### config.mk
export PLATFORM = sky130hd
export DESIGN_NAME = gic_cmp
export DESIGN_NICKNAME = d
export VERILOG_FILES = /design/src/rtl/gic_pkg.sv /design/src/rtl/gic_cmp.sv
export SDC_FILE = /design/constraint.sdc
export NUM_CORES = 1
export LEC_CHECK = 0
export BUFFER_PORTS_ARGS = -buffer_cell sky130_fd_sc_hd__buf_2
export CORE_ASPECT_RATIO = 1.2
export CORE_MARGIN = 2
export CORE_UTILIZATION = 42
export DETAILED_ROUTE_END_ITERATION = 16
export GPL_TIMING_DRIVEN = 0
export PLACE_DENSITY_LB_ADDON = 0.25
export SYNTH_ARGS = -nofsm -noshare
export SYNTH_HDL_FRONTEND = slang
export SYNTH_SLANG_ARGS = --single-unit
### constraint.sdc
create_clock -name vclk -period 2.4
set_clock_uncertainty 0.1 [all_clocks]
set_input_delay 0.24 -clock vclk [all_inputs]
set_output_delay 0.24 -clock vclk [all_outputs]
set_load 0.02 [all_outputs]
### src/rtl/gic_pkg.sv
`timescale 1ns / 1ps
// ----------------------------------------------------------------------------
// gic_pkg: shared types and constants
// Value and count widths, interval record and result record for the interval cover block.
// ----------------------------------------------------------------------------
package gic_pkg;

    localparam int VAL_W   = 31;
    localparam int COUNT_W = 11;
    localparam logic [COUNT_W-1:0] COUNT_MAX = '1;

    typedef struct packed {
        logic signed [VAL_W-1:0] hi;
        logic signed [VAL_W-1:0] lo;
    } span_t;

    // result of one run, handed from the scan engine to the output stage
    typedef struct packed {
        logic [COUNT_W-1:0] count;
        logic               ok;
    } cover_res_t;

endpackage

### src/rtl/gic_cmp.sv
`timescale 1ns / 1ps
// ----------------------------------------------------------------------------
// gic_cmp: shared signed compare unit
// One signed less-than compare, used for the left-end compares of the sort and the scan.
// ----------------------------------------------------------------------------
module gic_cmp (
    input  logic signed [gic_pkg::VAL_W-1:0] a,
    input  logic signed [gic_pkg::VAL_W-1:0] b,
    output logic                             lt
);

    // a < b
    assign lt = a < b;

endmodule

Word-level counts from Yosys, hierarchy flattened. Cells that the tools add are included.

Register bits after elaboration: 0. Word-level logic and storage cells: 1. Memory bits (read-only): 0. Latch bits: 0. Output and inout port bits: 1. Memories kept: 0. Bits in writable memories: 0.

Div/mod/pow operators: 0. Reductions and logical operators: 0. Bitwise logic cells: 0. Order comparisons: 1. Equal/unequal tests: 0. Add/sub/neg operators: 0. Shift operators: 0. Muxes and demuxes: 0. Multipliers: 0.

Operator list (number): $lt 31x31->1 (1).

Logic depth before layout (Yosys ltp).
Depth after elaboration: 1. Mapped depth: 8.

Least setup slack after synthesis. OpenSTA, ideal clock, no wires.

Kind: input port to output port. From: input port b[8] in the netlist's numbering. To: output port lt. Data arrival time: 1.784 ns. Stages: 8. Buffers on the path: 0. Slack: 0.276 ns. Required time: 2.060 ns. Cell sequence: inv_1 > ha_1 > a21oi_2 > o21ai_1 > a221oi_2 > o21ai_1 > a211oi_2 > mux2i_1.

Longest elaborated chain between the ends: 1.

RTL lines: from (decl) (RTL line gic_cmp.sv:8) `input logic signed [gic_pkg::VAL_W-1:0] b,`; $lt 31x31->1 (RTL line gic_cmp.sv:13) `assign lt = a < b;`; to (decl) (RTL line gic_cmp.sv:9) `output logic lt`.

No other way between the ends.

Final worst setup path.
From: input port a[8] in the netlist's numbering. To: output port lt.

Longest elaborated chain between the ends: 1.

RTL lines: from (decl) (RTL line gic_cmp.sv:7) `input logic signed [gic_pkg::VAL_W-1:0] a,`; $lt 31x31->1 (RTL line gic_cmp.sv:13).

No other way between the ends.

==> qor.csv <==
metric;value;unit
status;complete, no violations;
Syn Nets;200;
Comb pwr share;1.000;
final antenna-violating net count;0;
Multi-input gate area;654;sq um
Static Leak;0.738;nW
drt wl/cell;9.58;um
minimum clock period;2190;ps
register area;0;sq um
largest net degree at the start of global routing;4;
Total Nets Final;265;
critical path cell sequence;buf_2 > ha_1 > a21oi_2 > o21ai_1 > a221oi_2 > o21ai_1 > a211oi_2 > mux2i_1 > buf_2;
critical path launch point;a[8];
number of clock-tree buffers in the layout;0;
row cnt;16;
PwrDens;153;mW/mm^2
Startpoint Class;primary input;
Crit path largest cell delay;310;ps
CP Capture Type;output pin;
arrival time worst endpoint;1850;ps
Fin Hold WS;846;ps
relative slew slack;0.794;
HP Class;primary input to output pin;
Mapped Avg Cell Area;7.14;sq um
CP max FO;2;
Fmax;0.456;GHz
Synth cell types;21;
most common cell after layout, fill and taps aside;buf_2;
Iter 0 DRT Violations;6;
core area;0.00168;sq mm
Tightest Pin Transition;306;ps
RSZ-0062 raised after global routing;false;
vias in the first global route;898;
Post-CTS Setup Bufs;0;
vias per cell;4.96;
total wire length;1810;um
die width;43.1;um
WS Path Type;primary input to output pin;
# IOs;63;
antenna diode count;0;
CTS Hold Bufs;0;
number of synthesis warnings;0;
most frequent cells in the layout;63 x buf_2, 31 x inv_1, 30 x ha_1;
layout cells sized above 1;0.398;
FILL cells;170;
clock group share of total power;0;
Slew Limit Fails;0;
total grt overflow;0;
drc violations;0;
Netlist Area Pre-Place;771;sq um
initial antenna violation count;0;
Final setup viols;0;
Hold Violations, Final;0;
P_int;90.6;uW
TritonRoute pass-1 iters;3;
Vias;938;
switch share;0.467;
min-delay src;a[30];
Area Overhead vs Synth;43.8;%
Die Y;50.9;um
post-CTS sizing;0;
Cells after Synth;108;
final cycle utilization of the critical path;0.914;
maximum capacitance violations;0;
effective utilization at floorplan;0.458;
first-pass GRT wire length;3230;um
Final TNS setup;0;ps
Crit path required time;2060;ps
GPL Wtd Cong;0.825;
Tot Pwr;170;uW
Psw;79.4;uW
sequential share of the synthesized area;0;
maximum vdd drop;0.0000748;V
die area;0.00220;sq mm
I/O Buffers;63;
Seq cells;0;
Detail Placement HPWL;1780;um
critical path's slowest cell;ha_1;
share of power burned in registers;0;
gr usage total;0.177;
-- cell type report --
| class | instances | share of cell area |
|---|---|---|
| Multi-Input combinational cell | 77 | 0.590 |
| Timing Repair Buffer | 63 | 0.284 |
| Inverter | 31 | 0.105 |
| Tap cell | 18 | 0.0203 |
-- cell families (layout without fill, tap and decap cells) --
logic type,count (synthesis),in the layout,share of synthesized area
AO/OA/AOI/OAI,24,24,0.205
adder cells (fa/ha/maj),30,30,0.487
buffers and inverters,31,94,0.151
multiplexers,1,1,0.0130
AND/OR/NAND/NOR,22,22,0.144
-- final timing paths --
| path | end | slack [ps] | depth (start not counted) |
|---|---|---|---|
| worst min-delay path | lt | 850 | 4 |
| worst max-delay path | lt | 210 | 9 |
-- critical path: cells and delay by family --
family	cells	cell delay, ps
adder cells (fa/ha/maj)	1	310
buffers and inverters	2	280
AO/OA/AOI/OAI	5	830
multiplexers	1	190
-- power groups by stage --
stage          Sequential (mW)  Clock [mW]  Combinational [mW]
2_1_floorplan                0           0              0.0982
3_3_place_gp                 0           0               0.163
3_5_place_dp                 0           0               0.173
4_1_cts                      0           0               0.174
5_1_grt                      0           0               0.201
6_report                     0           0               0.170
-- metrics by stage --
stage | setup slack, ps | std cells | instance area (sq um) | util
after CTS | 186 | 189 | 1110 | 0.659
final | 206 | 189 | 1110 | 0.659
after global routing | 54.4 | 189 | 1110 | 0.659
after global placement | 201 | 189 | 1110 | 0.659
after detailed placement | 195 | 189 | 1110 | 0.659
after floorplan | 276 | 108 | 771 | -
-- synthesized netlist by cell type --
master     n  area [sq um]
inv_1     31           116
ha_1      30           375
nand2_1    8          30.0
a21oi_1    7          35.0
o21ai_0    6          30.0
nand4_1    4          25.0
nor2_1     4          15.0
a211oi_1   3          22.5
a21oi_2    2          17.5
o21ai_1    2          10.0
a211oi_2   1          12.5
a21o_1     1          7.51
a221oi_2   1          15.0
and4_4     1          11.3
mux2i_1    1          10.0
nand3_1    1          5.00
nand3b_1   1          7.51
nor2b_1    1          6.26
nor3_1     1          5.00
nor4_1     1          6.26
o211ai_1   1          7.51
-- routing by layer --
| metal | global-route usage | routed length [um] | vias to the layer above |
|---|---|---|---|
| li1 | - | - | 497 |
| met1 | 0.168 | 620 | 404 |
| met2 | 0.403 | 1020 | 37 |
| met3 | 0.0141 | 170 | 0 |
| met4 | 0 | 0 | 0 |
| met5 | 0 | 0 | - |
(Power assumes the default switching activity.)
